==> src/masked_byte_pattern_search_top_defines.svh <==
// assertion macros shared by the masked byte pattern search rtl
// expects clk and rst_n in the scope where a macro is used
`ifndef MASKED_BYTE_PATTERN_SEARCH_TOP_DEFINES_SVH
`define MASKED_BYTE_PATTERN_SEARCH_TOP_DEFINES_SVH

`ifndef NO_ASSERTIONS

// same-cycle implication
`define MBPS_ASSERT_NOW(label, ante, cons, msg) \
    label: assert property (@(posedge clk) disable iff (!rst_n) (ante) |-> (cons)) \
        else $error(msg);

// next-cycle implication
`define MBPS_ASSERT_NEXT(label, ante, cons, msg) \
    label: assert property (@(posedge clk) disable iff (!rst_n) (ante) |=> (cons)) \
        else $error(msg);

`else

`define MBPS_ASSERT_NOW(label, ante, cons, msg)
`define MBPS_ASSERT_NEXT(label, ante, cons, msg)

`endif

`endif

==> src/mbps_pkg.sv <==
// types and constants for the masked byte pattern search
// no dependencies
`default_nettype none

package mbps_pkg;

    localparam int CFG_IDX_W   = 4;
    localparam int CFG_DATA_W  = 64;
    localparam int LEN_W       = 6;
    localparam int ADDR_W      = 32;
    localparam int QUEUE_DEPTH = 2;
    localparam int QPTR_W      = $clog2(QUEUE_DEPTH);
    localparam int QCNT_W      = $clog2(QUEUE_DEPTH + 1);

    // configuration register indexes
    typedef enum logic [CFG_IDX_W-1:0] {
        REG_PATTERN_0   = 4'd0,
        REG_PATTERN_1   = 4'd1,
        REG_PATTERN_2   = 4'd2,
        REG_PATTERN_3   = 4'd3,
        REG_CARE_MASK   = 4'd4,
        REG_PATTERN_LEN = 4'd5,
        REG_BASE_ADDR   = 4'd6,
        REG_REPORT_REL  = 4'd7
    } cfg_reg_idx_t;

    // configuration seen by the datapath
    typedef struct packed {
        logic [3:0][CFG_DATA_W-1:0] pattern_word;
        logic [31:0]                care_mask;
        logic [LEN_W-1:0]           pattern_length;
        logic [ADDR_W-1:0]          base_address;
        logic                       report_relative;
    } cfg_t;

    // one entry of the result queue
    typedef struct packed {
        logic              found;
        logic [ADDR_W-1:0] offset;
    } result_t;

endpackage

`default_nettype wire

==> src/mbps_queue.sv <==
// short result queue between front and back end
// depends on mbps_pkg and the assertion macro header
`default_nettype none
`include "masked_byte_pattern_search_top_defines.svh"

module mbps_queue (
    input  wire logic              clk,
    input  wire logic              rst_n,
    input  wire logic              push,
    input  wire mbps_pkg::result_t push_data,
    output logic                   full,
    input  wire logic              pop,
    output mbps_pkg::result_t      pop_data,
    output logic                   not_empty
);
    import mbps_pkg::*;

    result_t             mem_reg [QUEUE_DEPTH];
    logic [QPTR_W-1:0]   wr_ptr_reg;
    logic [QPTR_W-1:0]   wr_ptr_next;
    logic [QPTR_W-1:0]   rd_ptr_reg;
    logic [QPTR_W-1:0]   rd_ptr_next;
    logic [QCNT_W-1:0]   count_reg;
    logic [QCNT_W-1:0]   count_next;

    assign full      = count_reg == QCNT_W'(QUEUE_DEPTH);
    assign not_empty = count_reg != '0;
    assign pop_data  = mem_reg[rd_ptr_reg];

    // pointer and fill count update
    always_comb
    begin
        wr_ptr_next = wr_ptr_reg;
        rd_ptr_next = rd_ptr_reg;
        count_next  = count_reg;
        if (push)
            wr_ptr_next = (wr_ptr_reg == QPTR_W'(QUEUE_DEPTH - 1)) ? '0 : wr_ptr_reg + QPTR_W'(1);
        if (pop)
            rd_ptr_next = (rd_ptr_reg == QPTR_W'(QUEUE_DEPTH - 1)) ? '0 : rd_ptr_reg + QPTR_W'(1);
        if (push && !pop)
            count_next = count_reg + QCNT_W'(1);
        else if (pop && !push)
            count_next = count_reg - QCNT_W'(1);
    end

    always_ff @(posedge clk or negedge rst_n)
    begin
        if (!rst_n)
        begin
            wr_ptr_reg <= '0;
            rd_ptr_reg <= '0;
            count_reg  <= '0;
        end
        else
        begin
            wr_ptr_reg <= wr_ptr_next;
            rd_ptr_reg <= rd_ptr_next;
            count_reg  <= count_next;
        end
    end

    // entry storage
    always_ff @(posedge clk)
    begin
        if (push)
            mem_reg[wr_ptr_reg] <= push_data;
    end

    `MBPS_ASSERT_NOW(a_no_push_full, push, !full, "push into full queue")
    `MBPS_ASSERT_NOW(a_no_pop_empty, pop, not_empty, "pop from empty queue")
    `MBPS_ASSERT_NOW(a_count_bound, 1'b1, count_reg <= QCNT_W'(QUEUE_DEPTH), "queue overfilled")

endmodule

`default_nettype wire

==> config.mk <==
export PLATFORM = sky130hd
export DESIGN_NAME = mbps_queue
export DESIGN_NICKNAME = d
export VERILOG_FILES = /design/src/mbps_pkg.sv /design/src/mbps_queue.sv
export VERILOG_INCLUDE_DIRS = /design/src /design/src/src
export SDC_FILE = /design/constraint.sdc
export NUM_CORES = 1
export LEC_CHECK = 0
export ABC_CLOCK_PERIOD_IN_PS = 2700
export BUFFER_PORTS_ARGS = -buffer_cell sky130_fd_sc_hd__buf_2
export CAP_MARGIN = 0
export CORE_MARGIN = 10
export CORE_UTILIZATION = 51
export CTS_CLUSTER_SIZE = 30
export DETAILED_ROUTE_END_ITERATION = 10
export GPL_ROUTABILITY_DRIVEN = 0
export MAX_ROUTING_LAYER = met4
export PLACE_DENSITY = 0.81
export SLEW_MARGIN = 20
export SYNTH_ARGS = -nofsm -noshare
export SYNTH_HDL_FRONTEND = slang
export SYNTH_SLANG_ARGS = --single-unit
==> constraint.sdc <==
create_clock -name clk -period 2.7 [get_ports clk]
set_input_delay 0.405 -clock clk [delete_from_list [all_inputs] [get_ports clk]]
set_output_delay 0.405 -clock clk [all_outputs]
set_load 0.005 [all_outputs]
==> impl_metrics.yaml, run 1 <==
finish:
  layout_common_cells: "buf_2, edfxtp_1, mux2_4"
  design_area_mm2: 0.00341
  antennaDiodeCount: 0
  syn_to_final_growth_pct: 25.3
  fin_util: 0.664
  largest_reg_flops: 66
  final_nets: 241
  final_common_cell: "buf_2"
  drive_above_1_share: 0.611
clock_tree:
  numClockSinks: 70
  cts_setup_buffers: 0
  cts_tree: "done"
  path_clk_slew_ps: 70
  ctsHoldBuffers: 1
  cts_resized: 0
  cts_buffer_depth: 2
  clk_latency_ps: 330
  numCtsBuffers: 9
  root_buffer: "clkbuf_8"
  cts-htree-levels: 3
grt:
  grt_pass1_vias: 1483
  grt_max_degree: 22
  grt_usage: 0.113
  antenna_found_initial: 0
  grt_overflow: 0
  grt_pass1_wl_mm: 7.18
setup_path:
  path_cells: "buf_4 > mux2_4 > buf_2"
  required_ps: 2300
  max_stage_delay_ps: 740
  worst_setup_path_start_kind: "register"
  crit_slowest_cell: "dfrtp_2"
  r2r_start: "wr_ptr_reg"
  r2r_cells: 2
  worstSetupEndpointType: "output pin"
  timing.rr.end: "mem_reg[0][27]"
  crit_fanout: 21
  worst-setup-path-type: "reg2out"
  r2r_slack_ps: 1190
  crit_arrival_ps: 1840
  critical_path.startpoint: "rd_ptr_reg"
power_and_ir_drop:
  p_switching_uw: 880
  p_comb_frac: 0.262
  clkPwrFrac: 0.297
  intPower_mw: 2.72
  power.density_mw_per_mm2: 1050
  switching_share: 0.244
  power_mw: 3.60
  ir_drop_uv: 603
  leakagePower_nw: 1.41
  p_seq_frac: 0.441
flow_run:
  maxCapViolations: 0
timing:
  slew_headroom: 0.610
  rsz0062_at_grt: "no"
  slew_viol_final: 0
  worst_slew_pin_slew_ps: 585
  fmax_ghz: 0.446
  setup_viol: 0
  post-route-min-period_ps: 2240
  hold_viol: 0
  finClkSkew_ps: 4.07
  fin_crit_sh: 0.831
  tns_ps: 0
synth:
  yosysTopAreaCell: "edfxtp_1"
  synth_seq_cells: 70
  mappedNetlistNets: 157
  synth.top_cell.area_share: 0.728
  synth_warnings: 0
  syn_area_per_cell_um2: 22.9
  ys_seq_area_frac: 0.765
  syn_inst: 119
  syn-cell-area_mm2: 0.00272
  yosysUniqueCellTypes: 14
  synth_area_leaders: "edfxtp_1, mux2_4, dfrtp_1, buf_12, mux2_2"
routing:
  routedWlPerCell_um: 16.3
  antenna_left: 0
  dr.pass1.iters: 4
  drt-initial-drc-count: 44
  vias_per_cell: 4.71
  num_vias: 1310
  drc: 0
  routed_wl_mm: 4.54
floorplanning:
  start_util: 0.530
  pin_count: 72
  design.core.area_mm2: 0.00514
  die_h_um: 93.1
  die_w_um: 93.1
  die-area_mm2: 0.00866
  row_count: 26
placement:
  place_area_mm2: 0.00314
  hpwl_mm: 3.23
  numPortBuffers: 71
outcome:
  status: "finished clean"
worst_hold_path:
  worstHoldStart: "push_data[15]"
  holdPathEnd: "mem_reg[0][15]"
  worstHoldPathType: "in2reg"
  min_path_cells: 1
-- synthesized netlist by cell type --
master	instances
edfxtp_1	66
mux2_4	29
dfrtp_1	4
mux2_2	4
xor2_1	4
buf_12	3
nor2b_1	2
and2_1	1
buf_6	1
ha_1	1
inv_1	1
nor2_1	1
or2_2	1
xnor2_1	1
-- metal layers --
layer | vias up | share of wire | track usage
met5 | - | 0 | -
met4 | 0 | 0.013 | 0.0488
met3 | 7 | 0.074 | 0.0520
met2 | 47 | 0.51 | 0.185
met1 | 628 | 0.40 | 0.114
li1 | 628 | - | -
-- worst max-delay path by stage --
| stage | end | slack [ps] | cells past startpoint |
|---|---|---|---|
| floorplan | mem_reg[0][0] | 380 | 1 |
| global placement | pop_data[31] | 800 | 3 |
| detailed placement | pop_data[27] | 770 | 3 |
| CTS | pop_data[27] | 410 | 3 |
| global route | pop_data[31] | 340 | 3 |
| finish | pop_data[27] | 460 | 3 |
-- area by class of cell --
| class | instances | area, um2 |
|---|---|---|
| Multi-Input combinational cell | 44 | 573 |
| Clock inverter | 6 | 134 |
| Clock buffer | 10 | 128 |
| Timing Repair Buffer | 77 | 403 |
| Tap cell | 70 | 87.6 |
| Sequential cell | 70 | 2080 |
| Fill cell | 384 | 1730 |
| Inverter | 1 | 3.75 |
-- cell families (layout without fill, tap and decap cells) --
family | after synthesis | after routing | share of synthesized area
XOR/XNOR | 5 | 5 | 0.0161
multiplexers | 33 | 33 | 0.176
flip-flops | 70 | 70 | 0.765
adder cells (fa/ha/maj) | 1 | 1 | 0.00459
buffers and inverters | 5 | 94 | 0.0276
AND/OR/NAND/NOR | 5 | 5 | 0.0106
-- worst max-delay path: cells and delay by family (launching register included) --
family / cells / cell delay, ps
mux: 1 / 320
buf+inv: 2 / 440
flops: 1 / 740
-- per-stage QoR --
| step | setup WS [ps] | instances | hold slack (ps) |
|---|---|---|---|
| floorplan | 378 | 119 | 109 |
| global route | 343 | 278 | 228 |
| CTS | 406 | 278 | 241 |
| detailed placement | 771 | 261 | 224 |
| global placement | 800 | 261 | 218 |
| finish | 458 | 278 | 258 |
-- power groups by stage --
stage               logic, mW  clock network (mW)  registers [mW]
floorplan               0.760                   0            1.53
global placement        0.951                   0            1.61
detailed placement      0.963                   0            1.62
CTS                     0.972                1.09            1.59
global route             1.03                1.14            1.62
finish                  0.943                1.07            1.59
No activity file was read; power rests on OpenSTA's default activity.
==> inputs of run 2 (changes only) <==
--- a/config.mk
+++ b/config.mk
@@ -6,7 +6,7 @@
 export SDC_FILE = /design/constraint.sdc
 export NUM_CORES = 1
 export LEC_CHECK = 0
-export ABC_CLOCK_PERIOD_IN_PS = 2700
+export ABC_CLOCK_PERIOD_IN_PS = 2290
 export BUFFER_PORTS_ARGS = -buffer_cell sky130_fd_sc_hd__buf_2
 export CAP_MARGIN = 0
 export CORE_MARGIN = 10
==> constraint.sdc (replaced) <==
create_clock -name clk -period 2.29 [get_ports clk]
set_input_delay 0.3435 -clock clk [delete_from_list [all_inputs] [get_ports clk]]
set_output_delay 0.3435 -clock clk [all_outputs]
set_load 0.005 [all_outputs]
==> impl_metrics.yaml, run 2 (same netlist as run 1, synthesis figures left out) <==
outcome:
  status: "finished clean"
grt:
  grt_overflow: 0
  grt_pass1_wl_mm: 7.46
  grt_max_degree: 18
  antenna_found_initial: 0
  grt_pass1_vias: 1532
  grt_usage: 0.116
finish:
  antennaDiodeCount: 0
  design_area_mm2: 0.00338
  final_common_cell: "buf_2"
  final_nets: 243
  drive_above_1_share: 0.610
  layout_common_cells: "buf_2, edfxtp_1, mux2_4"
  syn_to_final_growth_pct: 24.1
  fillers: 386
  largest_reg_flops: 66
clock_tree:
  cts_resized: 0
  root_buffer: "clkbuf_8"
  clk_latency_ps: 330
  cts_buffer_depth: 2
  cts_tree: "done"
  numCtsBuffers: 9
  path_clk_slew_ps: 80
  cts_setup_buffers: 0
  cts-htree-levels: 3
  numClockSinks: 70
routing:
  drt-initial-drc-count: 56
  routed_wl_mm: 4.69
  drc: 0
  vias_per_cell: 4.67
  dr.pass1.iters: 3
  antenna_left: 0
  num_vias: 1307
  routedWlPerCell_um: 16.7
power_and_ir_drop:
  p_comb_frac: 0.286
  p_seq_frac: 0.460
  power.density_mw_per_mm2: 1190
  ir_drop_uv: 777
  clkPwrFrac: 0.255
  intPower_mw: 3.00
  switching_share: 0.257
  p_switching_mw: 1.04
  leakagePower_nw: 1.40
timing:
  worst_slew_pin_slew_ps: 475
  finClkSkew_ps: 10.3
  rsz0062_at_grt: "no"
  slew_viol_final: 0
  slew_headroom: 0.683
  setup_viol: 0
  fmax_ghz: 0.471
  hold_viol: 0
  tns_ps: 0
  fin_crit_sh: 0.926
  post-route-min-period_ps: 2120
floorplanning:
  die-area_mm2: 0.00866
  row_count: 26
  pin_count: 72
  die_h_um: 93.1
  die_w_um: 93.1
  start_util: 0.530
  design.core.area_mm2: 0.00514
setup_path:
  max_stage_delay_ps: 670
  crit_fanout: 17
  timing.rr.end: "mem_reg[1][25]"
  r2r_cells: 2
  crit_slowest_cell: "dfrtp_2"
  worstSetupEndpointType: "output pin"
  crit_family: "flip-flops"
  r2r_start: "wr_ptr_reg"
  r2r_slack_ps: 1150
  crit_arrival_ps: 1780
  path_cells: "buf_4 > mux2_2 > buf_2"
  required_ps: 1950
  path_buf_inv: 2
  worst-setup-path-type: "reg2out"
  worst_setup_path_start_kind: "register"
placement:
  numPortBuffers: 71
  place_area_mm2: 0.00316
  hpwl_mm: 3.51
worst_hold_path:
  worstHoldPathType: "in2reg"
  min_path_cells: 1
  worstHoldStart: "push_data[31]"
  holdPathEnd: "mem_reg[1][31]"
flow_run:
  maxCapViolations: 0
run 2: changes by cell type in the layout (fill, tap and decap cells not counted), sizes merged:
cell / delta
buf: +2
bufinv: -2
clkinv: +2
run 2: metal layers:
metal / vias to the layer above / GRT usage / share of wire
met1: 635 / 0.111 / 0.39
met4: 0 / 0.0321 / 0.0036
met3: 2 / 0.0512 / 0.056
met2: 39 / 0.206 / 0.55
li1: 631 / - / -
met5: - / - / 0
run 2: worst max-delay path by stage:
stage,from,end,slack [ps],cells past startpoint
floorplan,wr_ptr_reg,mem_reg[0][0],600,1
global placement,rd_ptr_reg,pop_data[17],520,3
detailed placement,rd_ptr_reg,pop_data[17],500,3
CTS,rd_ptr_reg,pop_data[17],130,3
global route,rd_ptr_reg,pop_data[17],60,3
finish,rd_ptr_reg,pop_data[17],170,3
run 2: worst reg2reg max path, delay by kind of cell, from the launching register on:
kind / cells / cell delay, ps
and+or+nand+nor: 1 / 160
buffers and inverters: 1 / 250
DFF: 1 / 410
run 2: final cells by class:
class / count / area (um2) / area share
sequential: 70 / 2080 / 0.616
multi-input combinational: 44 / 573 / 0.170
timing repair buffer: 79 / 418 / 0.124
clock buffer: 10 / 128 / 0.0378
tap: 70 / 87.6 / 0.0259
clock inverter: 6 / 86.3 / 0.0255
inverter: 1 / 3.75 / 0.00111
run 2: power by group through the flow:
| stage | combinational [mW] | sequential [mW] | clock (mW) |
|---|---|---|---|
| 4_1_cts | 1.19 | 1.86 | 1.05 |
| 3_3_place_gp | 1.17 | 1.87 | 0 |
| 6_report | 1.15 | 1.86 | 1.03 |
| 5_1_grt | 1.26 | 1.89 | 1.12 |
| 2_1_floorplan | 0.897 | 1.80 | 0 |
| 3_5_place_dp | 1.18 | 1.89 | 0 |
run 2: metrics by stage:
stage	util	hold slack [ps]	std cells	power, mW	setup WS (ps)
floorplan	-	47.9	119	2.69	601
global placement	0.614	159	263	3.04	525
detailed placement	0.614	166	263	3.07	498
CTS	0.657	184	280	4.10	135
global route	0.657	176	280	4.27	61.2
finish	0.657	197	280	4.04	169
run 2: what timing repair did:
item / CTS / global route
setup endpoints to repair: 0 / 0
hold endpoints to repair: 4 / 0
hold buffers: 1 / 0
