<file path="config.mk">
export PLATFORM = sky130hd
export DESIGN_NAME = mbps_cfg_regs
export DESIGN_NICKNAME = d
export VERILOG_FILES = /design/src/masked_byte_pattern_search_top_defines.svh /design/src/mbps_pkg.sv /design/src/mbps_cfg_regs.sv
export SDC_FILE = /design/constraint.sdc
export NUM_CORES = 1
export LEC_CHECK = 0
export BUFFER_PORTS_ARGS = -buffer_cell sky130_fd_sc_hd__buf_2
export CORE_ASPECT_RATIO = 1.2
export CORE_MARGIN = 1
export CORE_UTILIZATION = 45
export CTS_BUF_LIST = sky130_fd_sc_hd__clkbuf_8
export DETAILED_ROUTE_END_ITERATION = 16
export PLACE_DENSITY = 0.72
export SLEW_MARGIN = 30
export SYNTH_ARGS = -nofsm -noshare
export SYNTH_HDL_FRONTEND = slang
export SYNTH_SLANG_ARGS = --single-unit
</file>
<file path="constraint.sdc">
create_clock -name clk -period 0.9 [get_ports clk]
set_clock_uncertainty 0.1 [all_clocks]
set_input_delay 0.045 -clock clk [delete_from_list [all_inputs] [get_ports clk]]
set_output_delay 0.045 -clock clk [all_outputs]
set_load 0.01 [all_outputs]
</file>
<file path="src/masked_byte_pattern_search_top_defines.svh">
// assertion macros shared by the masked byte pattern search rtl
// expects clk and rst_n in the scope where a macro is used
`ifndef MASKED_BYTE_PATTERN_SEARCH_TOP_DEFINES_SVH
`define MASKED_BYTE_PATTERN_SEARCH_TOP_DEFINES_SVH

`ifndef NO_ASSERTIONS

// same-cycle implication
`define MBPS_ASSERT_NOW(label, ante, cons, msg) \
    label: assert property (@(posedge clk) disable iff (!rst_n) (ante) |-> (cons)) \
        else $error(msg);

// next-cycle implication
`define MBPS_ASSERT_NEXT(label, ante, cons, msg) \
    label: assert property (@(posedge clk) disable iff (!rst_n) (ante) |=> (cons)) \
        else $error(msg);

`else

`define MBPS_ASSERT_NOW(label, ante, cons, msg)
`define MBPS_ASSERT_NEXT(label, ante, cons, msg)

`endif

`endif

</file>
<file path="src/mbps_pkg.sv">
// types and constants for the masked byte pattern search
// no dependencies
`default_nettype none

package mbps_pkg;

    localparam int CFG_IDX_W   = 4;
    localparam int CFG_DATA_W  = 64;
    localparam int LEN_W       = 6;
    localparam int ADDR_W      = 32;
    localparam int QUEUE_DEPTH = 2;
    localparam int QPTR_W      = $clog2(QUEUE_DEPTH);
    localparam int QCNT_W      = $clog2(QUEUE_DEPTH + 1);

    // configuration register indexes
    typedef enum logic [CFG_IDX_W-1:0] {
        REG_PATTERN_0   = 4'd0,
        REG_PATTERN_1   = 4'd1,
        REG_PATTERN_2   = 4'd2,
        REG_PATTERN_3   = 4'd3,
        REG_CARE_MASK   = 4'd4,
        REG_PATTERN_LEN = 4'd5,
        REG_BASE_ADDR   = 4'd6,
        REG_REPORT_REL  = 4'd7
    } cfg_reg_idx_t;

    // configuration seen by the datapath
    typedef struct packed {
        logic [3:0][CFG_DATA_W-1:0] pattern_word;
        logic [31:0]                care_mask;
        logic [LEN_W-1:0]           pattern_length;
        logic [ADDR_W-1:0]          base_address;
        logic                       report_relative;
    } cfg_t;

    // one entry of the result queue
    typedef struct packed {
        logic              found;
        logic [ADDR_W-1:0] offset;
    } result_t;

endpackage

`default_nettype wire

</file>
<file path="src/mbps_cfg_regs.sv">
// configuration register file of the pattern search
// depends on mbps_pkg
`default_nettype none

module mbps_cfg_regs (
    input  wire logic                         clk,
    input  wire logic                         rst_n,
    input  wire logic                         cfg_we,
    input  wire logic [mbps_pkg::CFG_IDX_W-1:0]  cfg_index,
    input  wire logic [mbps_pkg::CFG_DATA_W-1:0] cfg_data,
    output mbps_pkg::cfg_t                    cfg
);
    import mbps_pkg::*;

    // everything clears except the length, which starts at one
    localparam cfg_t CFG_RESET = '{
        pattern_word:    '0,
        care_mask:       '0,
        pattern_length:  LEN_W'(1),
        base_address:    '0,
        report_relative: 1'b0
    };

    cfg_t cfg_reg;
    cfg_t cfg_next;

    // register decode, unknown indexes are dropped
    always_comb
    begin
        cfg_next = cfg_reg;
        if (cfg_we)
        begin
            case (cfg_index)
                REG_PATTERN_0:   cfg_next.pattern_word[0] = cfg_data;
                REG_PATTERN_1:   cfg_next.pattern_word[1] = cfg_data;
                REG_PATTERN_2:   cfg_next.pattern_word[2] = cfg_data;
                REG_PATTERN_3:   cfg_next.pattern_word[3] = cfg_data;
                REG_CARE_MASK:   cfg_next.care_mask = cfg_data[31:0];
                REG_PATTERN_LEN: cfg_next.pattern_length = cfg_data[LEN_W-1:0];
                REG_BASE_ADDR:   cfg_next.base_address = cfg_data[ADDR_W-1:0];
                REG_REPORT_REL:  cfg_next.report_relative = cfg_data[0];
                default:         cfg_next = cfg_reg;
            endcase
        end
    end

    always_ff @(posedge clk or negedge rst_n)
    begin
        if (!rst_n)
        begin
            cfg_reg <= CFG_RESET;
        end
        else
        begin
            cfg_reg <= cfg_next;
        end
    end

    assign cfg = cfg_reg;

endmodule

`default_nettype wire

</file>
==> impl_metrics.py, run 1 <==
metrics = {
    "layout": {
        "ff_latch_area_um2": 8184,
        "fill_cells": 1554,
        "multi_input_area_um2": 4349,
        "fin_cells": 1752,
        "antennaDiodeCount": 0,
        "syn_to_final_growth_pct": 61.39,
        "final_util": 0.7380,
        "nets": 1441,
        "drive_gt1_frac": 0.7103,
        "largest_reg_flops": 327,
    },
    "critical_path": {
        "crit_type": "reg2out",
        "critPathRequiredTime_ns": 0.75,
        "r2r_end": "cfg[277]",
        "rr_worst_depth": 3,
        "reg2reg_from": "cfg[277]",
        "critPathLaunchType": "flop",
        "cp_max_fo": 2,
        "arrival_ns": 1.28,
        "crit_path_end_kind": "output port",
        "r2r_slack_ns": -0.23,
    },
    "power_and_ir_drop": {
        "pwr-share-clk": 0.271,
        "seqPwrFrac": 0.413,
        "power.density_nw_per_um2": 2497,
        "finalPower_w": 0.04991,
        "switchingPower_w": 0.01484,
        "internal_power_w": 0.03507,
        "switching_share": 0.2974,
        "leakagePower_nw": 10.16,
        "irDropWorstVdd_mv": 1.974,
        "p_comb_frac": 0.316,
    },
    "route": {
        "vias": 9118,
        "drt-vias-per-instance": 5.204,
        "drtPass1Iterations": 4,
        "drc_errors": 0,
        "drtIter0Drc": 365,
        "ant_nets": 0,
        "wl_per_cell_um": 24.88,
        "wl_um": 43590,
    },
    "sta": {
        "drv_slew": 0,
        "slew_headroom": 0.8291,
        "setup_ws_ns": -0.5250,
        "fin_crit_sh": 1.583,
        "hold_viol": 36,
        "timing.hold.ws_ns": -0.2372,
        "min_period_ns": 1.425,
        "fmax_ghz": 0.7017,
        "worst_slew_pin_slew_ns": 0.2563,
        "rsz0062_at_grt": "yes",
        "setup_violations": 586,
    },
    "place": {
        "place_ws_ns": -0.7378,
        "place.gp.congestion": 0.7765,
        "dpl.hpwl_um": 21860,
        "dp_cells": 1452,
        "portBuffers": 397,
    },
    "cts": {
        "cts_buffers": 50,
        "path_clk_slew_ns": 0.07,
        "cts_tree": "built",
        "clk-insertion-delay-late_ns": 0.58,
        "clock_path_buffers": 3,
        "cts.sink_count": 327,
        "htree_levels": 2,
        "hold_buffers": 65,
        "cts_root_buf": "clkbuf_8",
    },
    "global_routing": {
        "grt_pass1_wl_um": 55060,
        "gr-total-overflow": 0,
        "grtUsageTotal": 0.2579,
        "antenna_found_initial": 0,
        "grt_pass1_vias": 9581,
        "grt_max_degree": 45,
    },
    "floorplanning": {
        "core_region_area_um2": 27090,
        "die_w_um": 153.4,
        "row_count": 66,
        "dieArea_um2": 28190,
        "start_util": 0.4573,
        "fp.dieH_um": 183.7,
        "ios": 398,
    },
    "synthesis": {
        "synth_cell_types": 15,
        "synth_nets": 771,
        "ys_seq_elements": 327,
        "ys_warn_count": 0,
        "synth_seq_area_share": 0.6608,
        "syn-mean-instance-area_um2": 17.69,
        "syn_area_um2": 12390,
        "synth_cells": 700,
    },
    "run": {
        "drv_cap": 0,
    },
    "status": {
        "status": "finished, violations left",
        "violations": "negative hold slack, negative setup slack",
    },
    "hold_path": {
        "hp-class": "in2async",
    },
}
-- worst max-delay path, stage by stage, from the launching register on --
cell     delay (ns)
dfrtp_1        0.42
buf_6          0.14
buf_6          0.11
-- synth_stat cells --
cell type    n  area (µm²)
buf_2       12       60.06
nand2_1      1       3.750
nand3b_4     1       20.02
dfrtp_1    326        8158
or3_1        1       6.260
buf_4        1       7.510
nor3b_2      3       37.54
mux2_2     297        3344
nor2_1       2       7.510
mux2_4      30       450.4
dfstp_2      1       26.28
nand3b_1     2       15.01
buf_6       21       236.5
and3_1       1       6.260
nand2_2      1       6.260
-- how the worst max path moves through the flow --
stage               slack (ns)    startpoint       end  cells after the start
finish                   -0.53      cfg[186]  cfg[186]                      2
detailed placement       -0.74  cfg_index[2]  cfg[290]                      5
global placement         -0.73  cfg_index[2]  cfg[305]                      5
floorplan                -0.41  cfg_index[3]   cfg[40]                      5
CTS                      -0.53       cfg[33]   cfg[33]                      1
global route             -0.56      cfg[186]  cfg[186]                      2
-- kinds of logic (layout without fill, tap and decap cells) --
logic type    after synthesis  after routing  synth area share
flops                     327            327            0.6608
buf+inv                    34            746           0.02455
mux                       327            327            0.3064
simple gates               12             12          0.008285
-- metal layers --
metal | up-vias | track usage | part of all wire
li1 | 3831 | - | -
met1 | 4743 | 0.2922 | 0.37
met2 | 421 | 0.4504 | 0.51
met3 | 123 | 0.07473 | 0.071
met4 | 0 | 0.1188 | 0.046
met5 | - | 0 | 0
-- cell usage in the layout, fill, tap and decap left out, types with 2 or more instances in the layout --
cell and instances:
clkbuf_16 10, buf_16 4, mux2_2 187, dlygate4sd3_1 65, buf_6 240, dfrtp_1 326, buf_8 7, clkinv_2 10
buf_2 254, bufinv_16 3, nor3b_4 2, nand3b_1 2, inv_1 14, clkinvlp_4 2, clkbuf_8 64, mux2_4 140
buf_4 48, buf_12 24
-- metrics by stage --
stage | setup TNS [ns] | area [µm²]
6_report | -135.33 | 19990
5_1_grt | -153.80 | 19990
3_3_place_gp | -198.01 | 15210
4_1_cts | -134.86 | 18650
3_5_place_dp | -199.65 | 15210
2_1_floorplan | -93.47 | 12570
-- power groups by stage --
stage | Clock (W) | Sequential [W] | Combinational (W)
final | 0.0135 | 0.0206 | 0.0158
after global routing | 0.0143 | 0.0209 | 0.0166
after detailed placement | 0 | 0.0201 | 0.0105
after global placement | 0 | 0.0199 | 0.0103
after CTS | 0.0135 | 0.0201 | 0.0133
after floorplan | 0 | 0.0217 | 0.00348
-- layout make-up --
type	count	area share
well taps	340	0.02128
clock inverters	30	0.01095
multi-input cells	339	0.2176
flip-flops and latches	327	0.4094
repair buffers	652	0.2967
clock buffers	64	0.04407
-- timing repair --
action	in CTS	in global routing
resized for setup	186	205
gates cloned	8	14
endpoints found under the hold margin	654	28
pin swaps	3	4
setup endpoints to repair	506	593
buffers inserted	81	71
Power figures use the tool's default switching activity.
==> inputs of run 2 (changes only) <==
--- a/config.mk
+++ b/config.mk
@@ -5,13 +5,13 @@
 export SDC_FILE = /design/constraint.sdc
 export NUM_CORES = 1
 export LEC_CHECK = 0
-export BUFFER_PORTS_ARGS = -buffer_cell sky130_fd_sc_hd__buf_2
 export CORE_ASPECT_RATIO = 1.2
 export CORE_MARGIN = 1
 export CORE_UTILIZATION = 45
 export CTS_BUF_LIST = sky130_fd_sc_hd__clkbuf_8
 export DETAILED_ROUTE_END_ITERATION = 16
-export PLACE_DENSITY = 0.72
+export DONT_BUFFER_PORTS = 1
+export PLACE_DENSITY = 0.7
 export SLEW_MARGIN = 30
 export SYNTH_ARGS = -nofsm -noshare
 export SYNTH_HDL_FRONTEND = slang
==> run 2 against run 1 <==
  * The flow still finishes with violations (negative hold slack, negative setup slack)
  * Die area stayed put
  * Fmax rose by 2.6%
  * First-iteration DRC count down 2.2%
==> impl_metrics.py, run 2 (synthesis results as in run 1) <==
metrics = {
    "route": {
        "vias": 8683,
        "drc_errors": 0,
        "drt-vias-per-instance": 5.256,
        "drtPass1Iterations": 4,
        "wl_um": 42840,
        "wl_per_cell_um": 25.93,
        "ant_nets": 0,
        "drtIter0Drc": 357,
    },
    "layout": {
        "multi_input_area_um2": 4451,
        "mostFrequentLayoutCells": "buf_6 (429), dfrtp_1 (326), mux2_4 (170), mux2_2 (157), clkbuf_8 (68)",
        "largest_reg_flops": 327,
        "nets": 1340,
        "syn_to_final_growth_pct": 63.30,
        "layout_commonest_cell": "buf_6",
        "ff_latch_area_um2": 8184,
        "final_area_um2": 20230,
        "final_util": 0.7467,
        "fill_cells": 1398,
        "drive_gt1_frac": 0.6855,
        "fin_cells": 1652,
    },
    "critical_path": {
        "reg2reg_from": "cfg[252]",
        "critical_path.most_common_cell": "buf_6",
        "rr_worst_depth": 3,
        "crit_type": "reg2out",
        "cp_max_fo": 2,
        "r2r_end": "cfg[252]",
        "slowest_delay_ns": 0.42,
        "r2r_slack_ns": -0.23,
        "cpLargestDelayFamily": "flip-flops",
        "arrival_ns": 1.24,
        "critPathLaunchType": "flop",
        "slowest_stage": "dfrtp_1",
        "critPathRequiredTime_ns": 0.75,
        "crit_path_end_kind": "output port",
        "path_buf_inv": 2,
        "crit_path_cell_trace": "buf_6 -> buf_6",
    },
    "status": {
        "status": "finished, violations left",
        "violations": "negative hold slack, negative setup slack",
    },
    "run": {
        "drv_cap": 0,
    },
    "floorplanning": {
        "ios": 398,
        "row_count": 66,
        "die_w_um": 153.4,
        "dieArea_um2": 28190,
        "fp.dieH_um": 183.7,
        "core_region_area_um2": 27090,
        "start_util": 0.4573,
    },
    "global_routing": {
        "grt_pass1_vias": 9670,
        "grt_max_degree": 328,
        "grtUsageTotal": 0.2743,
        "gr-total-overflow": 0,
        "grt_pass1_wl_um": 58680,
        "antenna_found_initial": 2,
    },
    "power_and_ir_drop": {
        "power.density_nw_per_um2": 2639,
        "irDropWorstVdd_mv": 2.955,
        "leakagePower_nw": 10.09,
    },
    "place": {
        "portBuffers": 0,
        "place_ws_ns": -0.5567,
        "place.gp.congestion": 0.7927,
        "dpl.hpwl_um": 21360,
        "postPlaceCellArea_um2": 15340,
        "dp_cells": 1352,
    },
    "cts": {
        "cts.sink_count": 327,
        "path_clk_slew_ns": 0.07,
        "cts_root_buf": "clkbuf_8",
        "cts_tree": "built",
        "clock_path_buffers": 3,
        "clk-insertion-delay-late_ns": 0.57,
        "htree_levels": 2,
        "cts_buffers": 51,
        "hold_buffers": 66,
    },
    "sta": {
        "fin_crit_sh": 1.544,
        "drv_slew": 0,
        "fmax_ghz": 0.7199,
        "setup_violations": 486,
        "slew_headroom": 0.6183,
        "hold_viol": 432,
        "min_period_ns": 1.389,
        "worst_slew_pin_slew_ns": 0.5725,
        "rsz0062_at_grt": "yes",
        "timing.hold.ws_ns": -0.9349,
        "setup_ws_ns": -0.4892,
    },
    "hold_path": {
        "hp-class": "in2async",
    },
}
-- run 2: changes by cell type in the layout (fill, tap and decap cells not counted), sizes merged --
cell | before | now
buf | 577 | 483
clkbuf | 74 | 70
clkinv | 10 | 3
clkinvlp | 2 | 4
diode | 0 | 2
inv | 15 | 16
-- run 2: layout make-up --
cell class	count	area share
Multi-Input combinational cell	339	0.2200
Sequential cell	327	0.4046
Antenna cell	2	0.0002474
Tap cell	340	0.02103
Clock inverter	26	0.009650
Timing Repair Buffer	550	0.2981
Clock buffer	68	0.04627
-- run 2: worst max-delay path by stage --
stage                       startpoint  endpoint  slack [ns]  cells past startpoint
final                         cfg[306]  cfg[306]       -0.49                      2
after global routing          cfg[306]  cfg[306]       -0.54                      2
after CTS                      cfg[33]   cfg[33]       -0.52                      1
after detailed placement        cfg_we  cfg[231]       -0.56                      4
after global placement    cfg_index[2]  cfg[301]       -0.50                      4
after floorplan           cfg_index[3]   cfg[40]       -0.41                      5
-- run 2: metal layers --
metal  up-vias  global-route usage  part of all wire
li1       3618                   -                 -
met4         0              0.1316             0.045
met2       433              0.4869              0.53
met5         -                   0                 0
met3       136             0.09500             0.078
met1      4496              0.2915              0.35
-- run 2: stage by stage --
stage	total power [W]	setup TNS, ns
final	0.05338	-132.95
after global routing	0.05516	-150.09
after CTS	0.05018	-217.05
after detailed placement	0.03191	-144.90
after global placement	0.03135	-133.58
after floorplan	0.02515	-93.47
-- run 2: repair_timing --
action | in CTS | in global routing
buffers inserted | 91 | 82
gates resized for setup | 370 | 176
pin swaps | 0 | 1
cloned | 0 | 1
endpoints found under the setup margin | 329 | 628
hold endpoints to repair | 654 | 471
-- run 2: where the power goes --
part           switching, W  internal [W]
combinational       0.00602        0.0121
clock               0.00627       0.00761
sequential          0.00318        0.0182
total                0.0155        0.0379
-- run 2: worst register-to-register path: cells and delay by family (launching register included) --
family   cells  cell delay [ns]
buf+inv      2             0.24
flops        1             0.43
mux          1             0.25
==> inputs of run 3 (changes only) <==
--- a/config.mk
+++ b/config.mk
@@ -5,13 +5,12 @@
 export SDC_FILE = /design/constraint.sdc
 export NUM_CORES = 1
 export LEC_CHECK = 0
-export CORE_ASPECT_RATIO = 1.2
 export CORE_MARGIN = 1
-export CORE_UTILIZATION = 45
+export CORE_UTILIZATION = 50
 export CTS_BUF_LIST = sky130_fd_sc_hd__clkbuf_8
 export DETAILED_ROUTE_END_ITERATION = 16
 export DONT_BUFFER_PORTS = 1
-export PLACE_DENSITY = 0.7
+export PLACE_DENSITY = 0.75
 export SLEW_MARGIN = 30
 export SYNTH_ARGS = -nofsm -noshare
 export SYNTH_HDL_FRONTEND = slang
==> run 3 against run 2 <==
  * The flow still finishes with violations (negative hold slack, negative setup slack)
  * Register-to-register slack worse by 0.05 ns
  * Via count up 2.8%
  * Total power up 2.0%
  * Routed wire length up 6.2%
  * Clock power about the same
  * Fmax up 0.18%
  * Worst setup slack better by 0.0024 ns
  * Count of clock-buffer cells in the layout up 5
==> impl_metrics.py, run 3 (synthesis results as in run 1) <==
metrics = {
    "layout": {
        "layout_commonest_cell": "buf_6",
        "multi_input_area_um2": 4496,
        "fin_cells": 1655,
        "nets": 1360,
        "fill_cells": 973,
        "mostFrequentLayoutCells": "buf_6 (448), dfrtp_1 (326), mux2_4 (183), mux2_2 (144), clkbuf_8 (73)",
        "drive_gt1_frac": 0.6938,
        "largest_reg_flops": 327,
        "final_area_um2": 20450,
        "ff_latch_area_um2": 8184,
        "syn_to_final_growth_pct": 65.15,
    },
    "cts": {
        "htree_levels": 2,
        "cts_buffers": 52,
        "clock_path_buffers": 3,
        "path_clk_slew_ns": 0.07,
        "cts.sink_count": 327,
        "clk-insertion-delay-late_ns": 0.55,
        "hold_buffers": 65,
        "cts_root_buf": "clkbuf_8",
        "cts_tree": "built",
    },
    "route": {
        "drc_errors": 0,
        "drtPass1Iterations": 4,
        "drtIter0Drc": 544,
        "wl_um": 45480,
        "ant_nets": 0,
        "wl_per_cell_um": 27.48,
        "vias": 8924,
        "drt-vias-per-instance": 5.392,
    },
    "critical_path": {
        "crit_path_end_kind": "output port",
        "cp_max_fo": 2,
        "arrival_ns": 1.24,
        "critPathRequiredTime_ns": 0.75,
        "critPathLaunchType": "flop",
        "crit_type": "reg2out",
    },
    "sta": {
        "setup_violations": 524,
        "timing.hold.ws_ns": -0.9239,
        "fin_crit_sh": 1.541,
        "fmax_ghz": 0.7211,
        "rsz0062_at_grt": "yes",
        "slew_headroom": 0.4348,
        "finalSetupTns_ns": -130.85,
        "setup_ws_ns": -0.4867,
        "hold_viol": 404,
        "worst_slew_pin_slew_ns": 0.8478,
        "drv_slew": 0,
        "min_period_ns": 1.387,
    },
    "status": {
        "violations": "negative hold slack, negative setup slack",
        "status": "finished, violations left",
    },
    "global_routing": {
        "grt_pass1_vias": 9713,
        "grt_pass1_wl_um": 61130,
        "grt_max_degree": 328,
        "antenna_found_initial": 2,
        "grtUsageTotal": 0.3188,
        "gr-total-overflow": 0,
    },
    "floorplanning": {
        "die_w_um": 159.4,
        "fp.dieH_um": 159.4,
        "dieArea_um2": 25410,
        "start_util": 0.5093,
        "row_count": 57,
        "ios": 398,
        "core_region_area_um2": 24320,
    },
    "power_and_ir_drop": {
        "leakagePower_nw": 10.26,
        "irDropWorstVdd_mv": 1.938,
        "power.density_nw_per_um2": 2661,
    },
    "run": {
        "drv_cap": 0,
    },
    "place": {
        "place.gp.congestion": 0.8159,
        "postPlaceCellArea_um2": 15380,
        "portBuffers": 0,
        "dp_cells": 1340,
        "dpl.hpwl_um": 21910,
    },
    "hold_path": {
        "hp-class": "in2async",
    },
}
-- run 3: worst paths after layout --
kind,startpoint,end,slack [ns],cells after the start
worst max-delay path,cfg[313],cfg[313],-0.49,2
worst min-delay path,rst_n,cfg[21],-0.92,0
worst max register to register,cfg[65],cfg[65],-0.28,3
worst min register to register,cfg[235],cfg[235],0.44,1
max in group asynchronous,rst_n,cfg[168],0.91,0
min in group clk,cfg_index[0],cfg[3],-0.22,3
-- run 3: repair_timing --
action | CTS | global route
endpoints found under the hold margin | 654 | 412
buffers inserted | 95 | 98
setup endpoints to repair | 329 | 522
gates resized for setup | 363 | 208
-- run 3: worst max-delay path, stage by stage, from the launching register on --
cell     delay, ns
dfrtp_1       0.42
buf_6         0.14
buf_6         0.11
-- run 3: power by group --
group	internal (W)	total (W)	switching, W
registers	0.0181	0.0215	0.00339
clock network	0.00748	0.0139	0.00641
logic	0.0126	0.0190	0.00639
-- run 3: metrics by stage --
stage                     setup WS (ns)  hold slack (ns)  total power (W)  utilization
after floorplan                 -0.4135          -0.3506          0.02515            -
after global routing            -0.5249          -0.9512          0.05596       0.8411
after CTS                       -0.4733          -0.9395          0.05013       0.7904
final                           -0.4867          -0.9239          0.05443       0.8411
after detailed placement        -0.5681          -0.3424          0.03206       0.6324
after global placement          -0.5453          -0.3414          0.03144       0.6324
-- run 3: layout make-up --
class,instances,area share
clock buffers,73,0.04912
well taps,324,0.01982
clock inverters,21,0.005811
flip-flops and latches,327,0.4001
diodes,2,0.0002447
repair buffers,569,0.3051
multi-input cells,339,0.2198
-- run 3: per-layer routing --
layer  track usage  routed length [µm]
met3       0.08596                3560
met2        0.5508               23630
met1        0.3709               16520
met4        0.1473                1771
met5             0                   0
