$ cat src/masked_byte_pattern_search_top_defines.svh
// assertion macros shared by the masked byte pattern search rtl
// expects clk and rst_n in the scope where a macro is used
`ifndef MASKED_BYTE_PATTERN_SEARCH_TOP_DEFINES_SVH
`define MASKED_BYTE_PATTERN_SEARCH_TOP_DEFINES_SVH

`ifndef NO_ASSERTIONS

// same-cycle implication
`define MBPS_ASSERT_NOW(label, ante, cons, msg) \
    label: assert property (@(posedge clk) disable iff (!rst_n) (ante) |-> (cons)) \
        else $error(msg);

// next-cycle implication
`define MBPS_ASSERT_NEXT(label, ante, cons, msg) \
    label: assert property (@(posedge clk) disable iff (!rst_n) (ante) |=> (cons)) \
        else $error(msg);

`else

`define MBPS_ASSERT_NOW(label, ante, cons, msg)
`define MBPS_ASSERT_NEXT(label, ante, cons, msg)

`endif

`endif

$ cat src/mbps_pkg.sv
// types and constants for the masked byte pattern search
// no dependencies
`default_nettype none

package mbps_pkg;

    localparam int CFG_IDX_W   = 4;
    localparam int CFG_DATA_W  = 64;
    localparam int LEN_W       = 6;
    localparam int ADDR_W      = 32;
    localparam int QUEUE_DEPTH = 2;
    localparam int QPTR_W      = $clog2(QUEUE_DEPTH);
    localparam int QCNT_W      = $clog2(QUEUE_DEPTH + 1);

    // configuration register indexes
    typedef enum logic [CFG_IDX_W-1:0] {
        REG_PATTERN_0   = 4'd0,
        REG_PATTERN_1   = 4'd1,
        REG_PATTERN_2   = 4'd2,
        REG_PATTERN_3   = 4'd3,
        REG_CARE_MASK   = 4'd4,
        REG_PATTERN_LEN = 4'd5,
        REG_BASE_ADDR   = 4'd6,
        REG_REPORT_REL  = 4'd7
    } cfg_reg_idx_t;

    // configuration seen by the datapath
    typedef struct packed {
        logic [3:0][CFG_DATA_W-1:0] pattern_word;
        logic [31:0]                care_mask;
        logic [LEN_W-1:0]           pattern_length;
        logic [ADDR_W-1:0]          base_address;
        logic                       report_relative;
    } cfg_t;

    // one entry of the result queue
    typedef struct packed {
        logic              found;
        logic [ADDR_W-1:0] offset;
    } result_t;

endpackage

`default_nettype wire

$ cat src/mbps_back.sv
// back end: address formation and output register
// depends on mbps_pkg
`default_nettype none

module mbps_back (
    input  wire logic                        clk,
    input  wire logic                        rst_n,
    input  wire mbps_pkg::cfg_t              cfg,
    input  wire logic                        q_not_empty,
    input  wire mbps_pkg::result_t           q_data,
    output logic                             q_pop,
    output logic                             out_valid,
    input  wire logic                        out_stall,
    output logic                             found,
    output logic [mbps_pkg::ADDR_W-1:0]      match_address
);
    import mbps_pkg::*;

    logic              valid_reg;
    logic              valid_next;
    logic              found_reg;
    logic [ADDR_W-1:0] addr_reg;
    logic [ADDR_W-1:0] addr_calc;

    // load when the output register is empty or being taken
    assign q_pop = q_not_empty && (!valid_reg || !out_stall);

    // absolute or base-relative address, zero for a miss
    always_comb
    begin
        if (!q_data.found || cfg.report_relative)
            addr_calc = q_data.offset;
        else
            addr_calc = cfg.base_address + q_data.offset;
    end

    always_comb
    begin
        valid_next = valid_reg;
        if (q_pop)
            valid_next = 1'b1;
        else if (!out_stall)
            valid_next = 1'b0;
    end

    always_ff @(posedge clk or negedge rst_n)
    begin
        if (!rst_n)
            valid_reg <= 1'b0;
        else
            valid_reg <= valid_next;
    end

    always_ff @(posedge clk)
    begin
        if (q_pop)
        begin
            found_reg <= q_data.found;
            addr_reg  <= addr_calc;
        end
    end

    assign out_valid     = valid_reg;
    assign found         = found_reg;
    assign match_address = addr_reg;

endmodule

`default_nettype wire

$ cat config.mk
export PLATFORM = sky130hd
export DESIGN_NAME = mbps_back
export DESIGN_NICKNAME = d
export VERILOG_FILES = /design/src/masked_byte_pattern_search_top_defines.svh /design/src/mbps_pkg.sv /design/src/mbps_back.sv
export SDC_FILE = /design/constraint.sdc
export NUM_CORES = 1
export LEC_CHECK = 0
export BUFFER_PORTS_ARGS = -buffer_cell sky130_fd_sc_hd__buf_2
export CAP_MARGIN = 25
export CORE_AREA = 2 2 155 157
export DETAILED_ROUTE_END_ITERATION = 8
export DIE_AREA = 0 0 157 159
export GPL_ROUTABILITY_DRIVEN = 0
export PLACE_DENSITY = 0.41
export SLEW_MARGIN = 20
export SYNTH_ARGS = -nofsm -noshare
export SYNTH_HDL_FRONTEND = slang
export SYNTH_SLANG_ARGS = --single-unit
$ cat constraint.sdc
create_clock -name clk -period 3.1 [get_ports clk]
set_input_delay 0.155 -clock clk [delete_from_list [all_inputs] [get_ports clk]]
set_output_delay 0.155 -clock clk [all_outputs]
set_load 0.03 [all_outputs]
==> run_results.csv, run 1 <==
group,metric,value,unit
placement,hpwlAfterDp,10200,um
sta,max-slew-margin-rel,65.1,%
floorplanning,floorplan.die.width,157,um
pwr,p_int,1.10,mW
synthesis,synth_unique_cells,53,
setup_path,cp.required,3.13,ns
cts,cts_tree,"built",
synthesis,synthTopCellsByArea,"sky130_fd_sc_hd__edfxtp_1, sky130_fd_sc_hd__ha_1, sky130_fd_sc_hd__nand2_1",
final_layout,largest_register_ff_count,32,
global_route,grt_pass1_wl,19300,um
detailed_routing,drt-pass1-iter-count,4,
detailed_routing,drtAntennaViolNets,0,
global_route,grt_start_max_net_pins,39,
sta,finalSetupTns,0,ns
floorplanning,io-pin-count,399,
worst_hold_path,holdCritStartpoint,"q_not_empty",
synthesis,yosys_warnings,0,
sta,period_share,81.9,%
final_layout,syn_to_final_growth,33.7,%
setup_path,critical_path_arrival,2.58,ns
pwr,power.share.combinational,38.0,%
detailed_routing,drt-total-wl,12700,um
run,cap_viol_max_count,0,
pwr,clock_power_share,30.1,%
detailed_routing,post_drt_via_cell_ratio,4.03,
global_route,grt_antenna_before_repair,0,
pwr,pwr_density_cell,414,nW/um^2
cts,tritoncts_buffer_count,5,
floorplanning,num_rows,56,
synthesis,synthDominantAreaCellType,"sky130_fd_sc_hd__edfxtp_1",
cts,clk_pin_slew,0.07,ns
sta,finalSetupViolCount,0,
sta,hold_violation_total_from_the_final_report,0,
global_route,global_route.overflow_total,0,
pwr,sequentialPowerShare,31.9,%
sta,setup_repair_after_global_routing_missed_its_margin,"no",
setup_path,criticalPathCategory,"input pin to flop",
final_layout,n_antenna_cell,0,
sta,fin_worst_skew,0.00852,ns
cts,cts-htree-levels,2,
setup_path,setup.worst_path.start,"cfg[1]",
synthesis,synth_common_cells,"sky130_fd_sc_hd__nand2_1, sky130_fd_sc_hd__o21ai_0, sky130_fd_sc_hd__edfxtp_1, sky130_fd_sc_hd__ha_1, sky130_fd_sc_hd__a21oi_1",
status,status,"finished, final reports clean",
global_route,grt_pass1_vias,3207,
pwr,p_leak,1.84,nW
synthesis,syn_nets,767,
floorplanning,design.die.area,25000,sq um
cts,max-clock-path-buffers,2,
setup_path,setup.worst_path.end_class,"flop",
synthesis,synth.top_cell.area_share,31.0,%
floorplanning,design.core.area,23200,sq um
synthesis,netlist_instances,371,
synthesis,synth_area,3200,sq um
sta,worstMarginPinSlew,0.524,ns
worst_hold_path,hp-class,"input pin to flop",
detailed_routing,remaining_drc_errors,0,
floorplanning,dieHeight,159,um
cts,cts_hold_buf,1,
synthesis,synth_most_common_cell,"sky130_fd_sc_hd__nand2_1",
setup_path,worst_path_max_fanout,4,
pwr,switching_power_of_the_nets,0.670,mW
global_route,grt_util_all_layers,10.4,%
cts,post_cts_buffers,0,
synthesis,yosys_register_bits,34,
setup_path,critical_path_launch_point_type,"input pin",
worst_hold_path,hold_path_depth,2,
cts,post_cts_resized,0,
placement,place.port_buffers,104,
synthesis,synth_area_per_inst,8.62,sq um
pwr,vdd_ir_drop_max,192,uV
pwr,power_switching_share,37.9,%
final_layout,fin_nets,872,
setup_path,regToRegStartpoint,"out_valid$_DFFE_PN0P_",
cts,clock_insertion_delay_worst_skew,0.30,ns
synthesis,postSynth.topFlopCell,"sky130_fd_sc_hd__edfxtp_1",
detailed_routing,post_drt_wl_per_cell,15.9,um
floorplanning,initial_core_util,13.8,%
cts,clock_tree.root_cell,"sky130_fd_sc_hd__clkbuf_16",
synthesis,synth-edff-count,33,
detailed_routing,initialDrtViolationCount,194,
pwr,total_power,1.77,mW
synthesis,synth_seq_area_share,31.8,%
detailed_routing,vias_post_dr,3204,
setup_path,r2r.worst_path.cells,2,
synthesis,ys_async_sr_fraction,2.94,%
sta,finalCriticalPeriod,2.54,ns
final_layout,layout-drive-gt1-share,27.9,%
sta,timing.fmax,0.394,GHz
sta,slew_viol_final,0,
cts,cts.sinks,34,
==> power groups by stage <==
| stage | combinational (mW) | clock, mW | sequential [mW] |
|---|---|---|---|
| 2_1_floorplan | 0.377 | 0 | 0.640 |
| 3_3_place_gp | 0.673 | 0 | 0.575 |
| 3_5_place_dp | 0.670 | 0 | 0.571 |
| 4_1_cts | 0.676 | 0.550 | 0.564 |
| 5_1_grt | 0.743 | 0.561 | 0.566 |
| 6_report | 0.672 | 0.533 | 0.564 |
==> placed cells by master (no fill, tap or decap), drive strengths merged, types with 2 or more instances in the layout <==
| cell | n |
|---|---|
| buf | 111 |
| nand2 | 56 |
| o21ai | 42 |
| edfxtp | 33 |
| a21oi | 33 |
| ha | 31 |
| a21o | 19 |
| nor2 | 18 |
| xnor2 | 14 |
| xor2 | 11 |
| inv | 10 |
| nand4 | 9 |
| nand3 | 8 |
| o211ai | 7 |
| clkbuf | 6 |
| a31oi | 6 |
| and3 | 4 |
| o21a | 4 |
| nor3 | 4 |
| o31ai | 4 |
| a221oi | 4 |
| and2 | 3 |
| or2 | 3 |
| a211oi | 3 |
| o21bai | 3 |
| nand2b | 3 |
| nor3b | 2 |
| o2111ai | 2 |
| nor2b | 2 |
| or3 | 2 |
| mux2 | 2 |
| a211o | 2 |
| a21boi | 2 |
| clkinv | 2 |
==> cells by family after synthesis <==
logic type	count (synthesis)	share of synthesized area, %
AND/OR/NAND/NOR	115	16.4
flip-flops	34	31.8
multiplexers	2	0.704
adder cells (fa/ha/maj)	32	12.8
buffers and inverters	24	2.97
AO/OA/AOI/OAI	139	28.6
XOR/XNOR	25	6.85
==> worst paths after layout <==
check	endpoint	slack, ns
max	match_address[16]$_DFFE_PP_	0.56
min in group asynchronous	out_valid$_DFFE_PN0P_	0.17
min	out_valid$_DFFE_PN0P_	0.05
max reg2reg	match_address[19]$_DFFE_PP_	1.72
max in group asynchronous	out_valid$_DFFE_PN0P_	2.85
min reg2reg	out_valid$_DFFE_PN0P_	0.55
==> per-stage QoR <==
| stage | worst slack, ns | utilization, % | instance area (sq um) | instances | hold slack [ns] |
|---|---|---|---|---|---|
| after floorplan | 0.157 | - | 3200 | 371 | -0.141 |
| after global placement | 0.236 | 17.8 | 4130 | 787 | -0.0686 |
| after detailed placement | 0.233 | 17.8 | 4130 | 787 | -0.0684 |
| after CTS | 0.542 | 18.4 | 4270 | 796 | 0.0484 |
| after global routing | 0.441 | 18.4 | 4270 | 796 | 0.0644 |
| final | 0.560 | 18.4 | 4270 | 796 | 0.0511 |
==> worst max-delay path, cell delays in order <==
cell and delay (ns):
sky130_fd_sc_hd__buf_2 0.11, sky130_fd_sc_hd__ha_1 0.25, sky130_fd_sc_hd__fa_1 0.44, sky130_fd_sc_hd__a21o_1 0.23, sky130_fd_sc_hd__a221oi_2 0.21, sky130_fd_sc_hd__buf_4 0.17, sky130_fd_sc_hd__o21ai_1 0.10, sky130_fd_sc_hd__a211o_1 0.34
sky130_fd_sc_hd__a31oi_1 0.20, sky130_fd_sc_hd__xor2_1 0.25, sky130_fd_sc_hd__o21ai_0 0.13
==> final cells by class <==
cell class / instances / area [sq um]
Fill cell: 2637 / 18900
Multi-Input combinational cell: 313 / 2100
Sequential cell: 34 / 1020
Timing Repair Buffer: 112 / 583
Tap cell: 319 / 399
Clock buffer: 6 / 129
Inverter: 10 / 37.5
Clock inverter: 2 / 8.76
==> routing by layer <==
metal / GRT usage [%] / vias up / wire [um]
li1: - / 1598 / -
met1: 15.5 / 1490 / 6510
met2: 14.5 / 105 / 5140
met3: 2.45 / 11 / 795
met4: 3.09 / 0 / 212
met5: 0 / - / 0
Note: power is estimated with default switching activity, not from simulation.
==> run 2, diff against run 1 <==
- clock period: 3.1 -> 2.3 ns (I/O delays scaled with it)
==> run 2 against run 1 <==
Effect of this change:
- flip-flop and latch count stayed put
- final area increased by 9.2%
- via count rose by 5.1%
- sequential power rose by 35%
- register-to-register slack worse by 0.73 ns
- global-route usage is 0.11 points higher
- die area unchanged
- first-iteration DRC count grew 12%
- clock power is 29% higher
- clock skew about the same
- worst setup slack lost 0.43 ns
- core utilization grew 1.7 points
==> run_results.csv, run 2 (synthesis results as in run 1) <==
group,metric,value,unit
setup_path,regToRegStartpoint,"out_valid$_DFFE_PN0P_",
floorplanning,num_rows,56,
run,cap_viol_max_count,0,
final_layout,fin_nets,918,
pwr,p_leak,2.08,nW
final_layout,instances_no_fill,842,
floorplanning,initial_core_util,13.8,%
floorplanning,design.core.area,23200,sq um
detailed_routing,vias_post_dr,3367,
cts,max-clock-path-buffers,2,
sta,max-slew-margin-rel,65.2,%
detailed_routing,post_drt_via_cell_ratio,4.00,
setup_path,setup.worst_path.end_class,"flop",
global_route,grt_pass1_vias,3369,
placement,hpwlAfterDp,10800,um
cts,clock_insertion_delay_worst_skew,0.29,ns
pwr,vdd_ir_drop_max,235,uV
detailed_routing,post_drt_wl_per_cell,15.5,um
final_layout,layout_common_cells,"sky130_fd_sc_hd__buf_2, sky130_fd_sc_hd__nand2_1, sky130_fd_sc_hd__buf_4",
final_layout,layout.cell_area.non_filler,4660,sq um
pwr,total_power,2.48,mW
detailed_routing,drtAntennaViolNets,0,
placement,place.port_buffers,104,
global_route,grt_util_all_layers,10.5,%
final_layout,syn_to_final_growth,45.9,%
global_route,grt_start_max_net_pins,36,
final_layout,layout-drive-gt1-share,34.8,%
floorplanning,floorplan.die.width,157,um
sta,setup_repair_after_global_routing_missed_its_margin,"no",
setup_path,reg2reg_to,"match_address[5]$_DFFE_PP_",
sta,period_share,94.2,%
status,status,"finished, final reports clean",
sta,finalSetupViolCount,0,
detailed_routing,drt-total-wl,13000,um
detailed_routing,drt-pass1-iter-count,4,
placement,placed_area,4510,sq um
worst_hold_path,hold_path_depth,2,
cts,clk_pin_slew,0.06,ns
detailed_routing,initialDrtViolationCount,218,
worst_hold_path,holdCritStartpoint,"q_not_empty",
cts,tritoncts_buffer_count,5,
final_layout,largest_register_ff_count,32,
worst_hold_path,hold_crit_endpoint,"out_valid$_DFFE_PN0P_",
setup_path,r2r.worst_path.cells,2,
floorplanning,dieHeight,159,um
floorplanning,design.die.area,25000,sq um
setup_path,setup.worst_path.start,"q_data[0]",
cts,cts_tree,"built",
global_route,global_route.overflow_total,0,
sta,timing.fmax,0.461,GHz
setup_path,criticalPathCategory,"input pin to flop",
detailed_routing,remaining_drc_errors,0,
worst_hold_path,hp-class,"input pin to flop",
final_layout,layout.cells.most_common,"sky130_fd_sc_hd__buf_2",
sta,timing.hold.ws,0.0272,ns
cts,cts-htree-levels,2,
setup_path,critical_path_launch_point_type,"input pin",
sta,fin_worst_skew,0.00829,ns
global_route,grt_pass1_wl,19600,um
cts,cts.sinks,34,
global_route,grt_antenna_before_repair,0,
sta,finalCriticalPeriod,2.17,ns
sta,hold_violation_total_from_the_final_report,0,
floorplanning,io-pin-count,399,
pwr,pwr_density_cell,533,nW/um^2
sta,slew_viol_final,0,
cts,clock_tree.root_cell,"sky130_fd_sc_hd__clkbuf_16",
setup_path,cp.required,2.33,ns
setup_path,reg2reg_setup_slack,0.99,ns
placement,place_inst,833,
final_layout,n_antenna_cell,0,
setup_path,critical_path_arrival,2.20,ns
sta,worstMarginPinSlew,0.522,ns
setup_path,worst_path_max_fanout,6,
## run 2: changes by cell type in the layout (fill, tap and decap cells not counted)
cell	delta
sky130_fd_sc_hd__o21ai_2	+1
sky130_fd_sc_hd__a21oi_2	+1
sky130_fd_sc_hd__o21ai_1	-1
sky130_fd_sc_hd__fa_2	+1
sky130_fd_sc_hd__buf_12	+2
sky130_fd_sc_hd__a221oi_2	-1
sky130_fd_sc_hd__fa_1	-1
sky130_fd_sc_hd__buf_4	+44
sky130_fd_sc_hd__a221oi_4	+1
sky130_fd_sc_hd__a21oi_1	-1
## run 2: cell type report
class | count | area, sq um
inverters | 10 | 37.5
clock inverters | 2 | 8.76
fillers | 2639 | 18500
repair buffers | 158 | 953
multi-input cells | 313 | 2120
well taps | 319 | 399
flip-flops and latches | 34 | 1020
clock buffers | 6 | 129
## run 2: layer usage
metal | wire length [um] | global-route usage (%)
met4 | 95 | 2.13
met3 | 513 | 1.39
met2 | 5590 | 15.6
met1 | 6850 | 15.9
met5 | 0 | 0
## run 2: repair_timing
item,4_1_cts,5_1_grt
endpoints found under the setup margin,0,2
hold buffers,1,0
endpoints found under the hold margin,1,0
setup buffers,0,0
resized for setup,0,1
## run 2: power by group
| part | internal [mW] | switching, mW |
|---|---|---|
| clock | 0.397 | 0.289 |
| sequential | 0.743 | 0.0189 |
| combinational | 0.437 | 0.598 |
## run 2: metrics by stage
| stage | setup slack (ns) | setup TNS [ns] | util [%] |
|---|---|---|---|
| 5_1_grt | 0.0227 | 0 | 20.1 |
| 3_3_place_gp | -0.194 | -1.56 | 19.5 |
| 3_5_place_dp | -0.196 | -1.57 | 19.5 |
| 6_report | 0.133 | 0 | 20.1 |
| 2_1_floorplan | 0.00732 | 0 | - |
| 4_1_cts | 0.0980 | 0 | 20.1 |
## run 2: how the worst max path moves through the flow
stage	slack, ns	cells after the start	to
3_5_place_dp	-0.20	10	match_address[28]$_DFFE_PP_
5_1_grt	0.02	10	match_address[12]$_DFFE_PP_
3_3_place_gp	-0.19	10	match_address[28]$_DFFE_PP_
2_1_floorplan	0.007	9	match_address[28]$_DFFE_PP_
4_1_cts	0.1	10	match_address[28]$_DFFE_PP_
6_report	0.13	10	match_address[28]$_DFFE_PP_
## run 2: critical path, cell delays in order
cell and delay [ns]:
sky130_fd_sc_hd__buf_2 0.13, sky130_fd_sc_hd__ha_1 0.21, sky130_fd_sc_hd__fa_2 0.36, sky130_fd_sc_hd__a21o_1 0.21
sky130_fd_sc_hd__a221oi_4 0.29, sky130_fd_sc_hd__o311a_1 0.24, sky130_fd_sc_hd__a21oi_4 0.11, sky130_fd_sc_hd__a31oi_2 0.21
sky130_fd_sc_hd__xnor2_1 0.08, sky130_fd_sc_hd__mux2_2 0.25
==> run 3, diff against run 2 <==
- CELL_PAD_IN_SITES_DETAIL_PLACEMENT: default -> 2
- CELL_PAD_IN_SITES_GLOBAL_PLACEMENT: default -> 2
- CORE_AREA: 2 2 155 157 -> default
- CORE_MARGIN: default -> 2
- CORE_UTILIZATION: default -> 13
- DIE_AREA: 0 0 157 159 -> default
- PLACE_DENSITY: 0.41 -> default
- PLACE_DENSITY_LB_ADDON: default -> 0.1
==> run 3 against run 2 <==
Effect of this change:
- cell count increased by 5.1%
- combinational power increased by 9.6%
- sequential share of layout area fell by 1.5 points
- clock skew decreased by 0.0045 ns
- via count rose by 5.2%
- core utilization grew 0.53 points
- clock power is 23% higher
- register-to-register slack worse by 0.13 ns
- maximum frequency about the same
- final area is 7.3% higher
==> run_results.csv, run 3 (synthesis results as in run 1) <==
group,metric,value,unit
status,status,"finished, final reports clean",
global_route,grt_util_met2,21.8,%
pwr,vdd_ir_drop_max,241,uV
detailed_routing,post_drt_via_cell_ratio,4.00,
final_layout,layout_common_cells,"sky130_fd_sc_hd__buf_2, sky130_fd_sc_hd__buf_4, sky130_fd_sc_hd__nand2_1",
setup_path,criticalPathCategory,"input pin to flop",
final_layout,layout-drive-gt1-share,39.9,%
floorplanning,design.die.area,25900,sq um
final_layout,n_antenna_cell,0,
cts,cts.sinks,34,
floorplanning,design.core.area,24200,sq um
global_route,grt_pass1_vias,4011,
cts,clock_tree.root_cell,"sky130_fd_sc_hd__clkbuf_16",
cts,cts_tree,"built",
global_route,grt_antenna_before_repair,1,
final_layout,final_core_util,20.6,%
pwr,p_leak,2.27,nW
sta,timing.fmax,0.461,GHz
sta,finalCriticalPeriod,2.17,ns
final_layout,final.fill_count,2862,
final_layout,instances_no_fill,885,
final_layout,syn_to_final_growth,56.6,%
floorplanning,num_rows,57,
setup_path,r2r.worst_path.cells,2,
sta,fin_worst_skew,0.00377,ns
detailed_routing,post_drt_wl_per_cell,17.5,um
floorplanning,initial_core_util,13.2,%
sta,finalSetupViolCount,0,
final_layout,layout.cells.most_common,"sky130_fd_sc_hd__buf_2",
global_route,grt_util_all_layers,12.2,%
detailed_routing,vias_post_dr,3542,
global_route,grt_busiest_layer,"met2",
placement,place.port_buffers,104,
global_route,global_route.overflow_total,0,
detailed_routing,initialDrtViolationCount,120,
global_route,global_route.usage.met1,15.7,%
cts,max-clock-path-buffers,2,
cts,clock_insertion_delay_worst_skew,0.29,ns
cts,tritoncts_buffer_count,5,
global_route,groute.layer.met3.usage,1.94,%
pwr,total_power,2.74,mW
sta,max-slew-margin-rel,60.7,%
global_route,grt_pass1_wl,24000,um
detailed_routing,drtAntennaViolNets,0,
global_route,grt_start_max_net_pins,35,
detailed_routing,drt-total-wl,15500,um
setup_path,cp.required,2.35,ns
detailed_routing,remaining_drc_errors,0,
floorplanning,floorplan.die.width,161,um
setup_path,setup.worst_path.end_class,"flop",
sta,hold_violation_total_from_the_final_report,0,
sta,worstMarginPinSlew,0.590,ns
floorplanning,dieHeight,161,um
placement,place_inst,872,
setup_path,critical_path_launch_point_type,"input pin",
worst_hold_path,hp-class,"input pin to flop",
cts,clk_pin_slew,0.07,ns
final_layout,largest_register_ff_count,32,
final_layout,fin_nets,956,
sta,period_share,94.3,%
run,cap_viol_max_count,0,
floorplanning,io-pin-count,399,
pwr,pwr_density_cell,548,nW/um^2
detailed_routing,drt-pass1-iter-count,4,
setup_path,worst_path_max_fanout,5,
worst_hold_path,hold_path_depth,2,
placement,hpwlAfterDp,13200,um
setup_path,critical_path_arrival,2.22,ns
sta,slew_viol_final,0,
sta,timing.hold.ws,0.0333,ns
cts,cts-htree-levels,2,
run 3: cell types whose count changed in the layout (fill, tap and decap cells not counted), moves of 2 or more:
cell,change
sky130_fd_sc_hd__buf_4,+39
sky130_fd_sc_hd__buf_6,+3
sky130_fd_sc_hd__buf_12,-2
sky130_fd_sc_hd__buf_2,-2
sky130_fd_sc_hd__clkinvlp_4,+2
run 3: worst paths after layout:
check | startpoint | to | slack (ns)
worst min register to register | out_valid$_DFFE_PN0P_ | out_valid$_DFFE_PN0P_ | 0.58
worst max-delay path | q_data[0] | match_address[28]$_DFFE_PP_ | 0.13
min in group asynchronous | rst_n | out_valid$_DFFE_PN0P_ | 0.13
worst min-delay path | q_not_empty | out_valid$_DFFE_PN0P_ | 0.03
max in group asynchronous | rst_n | out_valid$_DFFE_PN0P_ | 2.09
worst max register to register | out_valid$_DFFE_PN0P_ | match_address[15]$_DFFE_PP_ | 0.86
run 3: metrics by stage:
stage	setup WS [ns]	cell area (sq um)	TNS, ns
CTS	0.0261	4930	0
finish	0.132	5000	0
global placement	-0.259	4750	-2.98
global route	-0.000631	5000	-0.000631
floorplan	0.00732	3220	0
detailed placement	-0.307	4750	-3.45
run 3: critical path, stage by stage:
cell and delay, ns:
sky130_fd_sc_hd__buf_6 0.10, sky130_fd_sc_hd__ha_4 0.16, sky130_fd_sc_hd__fa_2 0.35, sky130_fd_sc_hd__a21o_1 0.23
sky130_fd_sc_hd__a221oi_4 0.33, sky130_fd_sc_hd__buf_6 0.16, sky130_fd_sc_hd__o311a_4 0.17, sky130_fd_sc_hd__a21oi_4 0.08
sky130_fd_sc_hd__a31oi_2 0.20, sky130_fd_sc_hd__xnor2_1 0.08, sky130_fd_sc_hd__mux2_2 0.25
run 3: timing repair:
item / CTS / global route
setup endpoints to repair: 0 / 10
endpoints found under the hold margin: 1 / 0
hold buffers: 1 / 0
resized for setup: 0 / 9
setup buffers: 0 / 4
run 3: per-layer routing:
layer  up-vias  part of all wire (%)
met4         2                  0.59
met2        55                    50
met5         -                 0.071
li1       1769                     -
met3        10                   2.9
met1      1706                    46
run 3: where the power goes:
group / total (mW) / switching, mW / internal, mW
sequential: 0.760 / 0.0166 / 0.743
clock: 0.847 / 0.334 / 0.513
combinational: 1.14 / 0.633 / 0.503
total: 2.74 / 0.984 / 1.76
run 3: layout make-up:
| type | instances | area (sq um) | area share [%] |
|---|---|---|---|
| Sequential cell | 34 | 1020 | 20.3 |
| Timing Repair Buffer | 196 | 1230 | 24.6 |
| Clock buffer | 5 | 125 | 2.50 |
| Inverter | 10 | 37.5 | 0.750 |
| Multi-Input combinational cell | 313 | 2150 | 42.9 |
| Tap cell | 324 | 405 | 8.10 |
| Clock inverter | 3 | 45.0 | 0.900 |
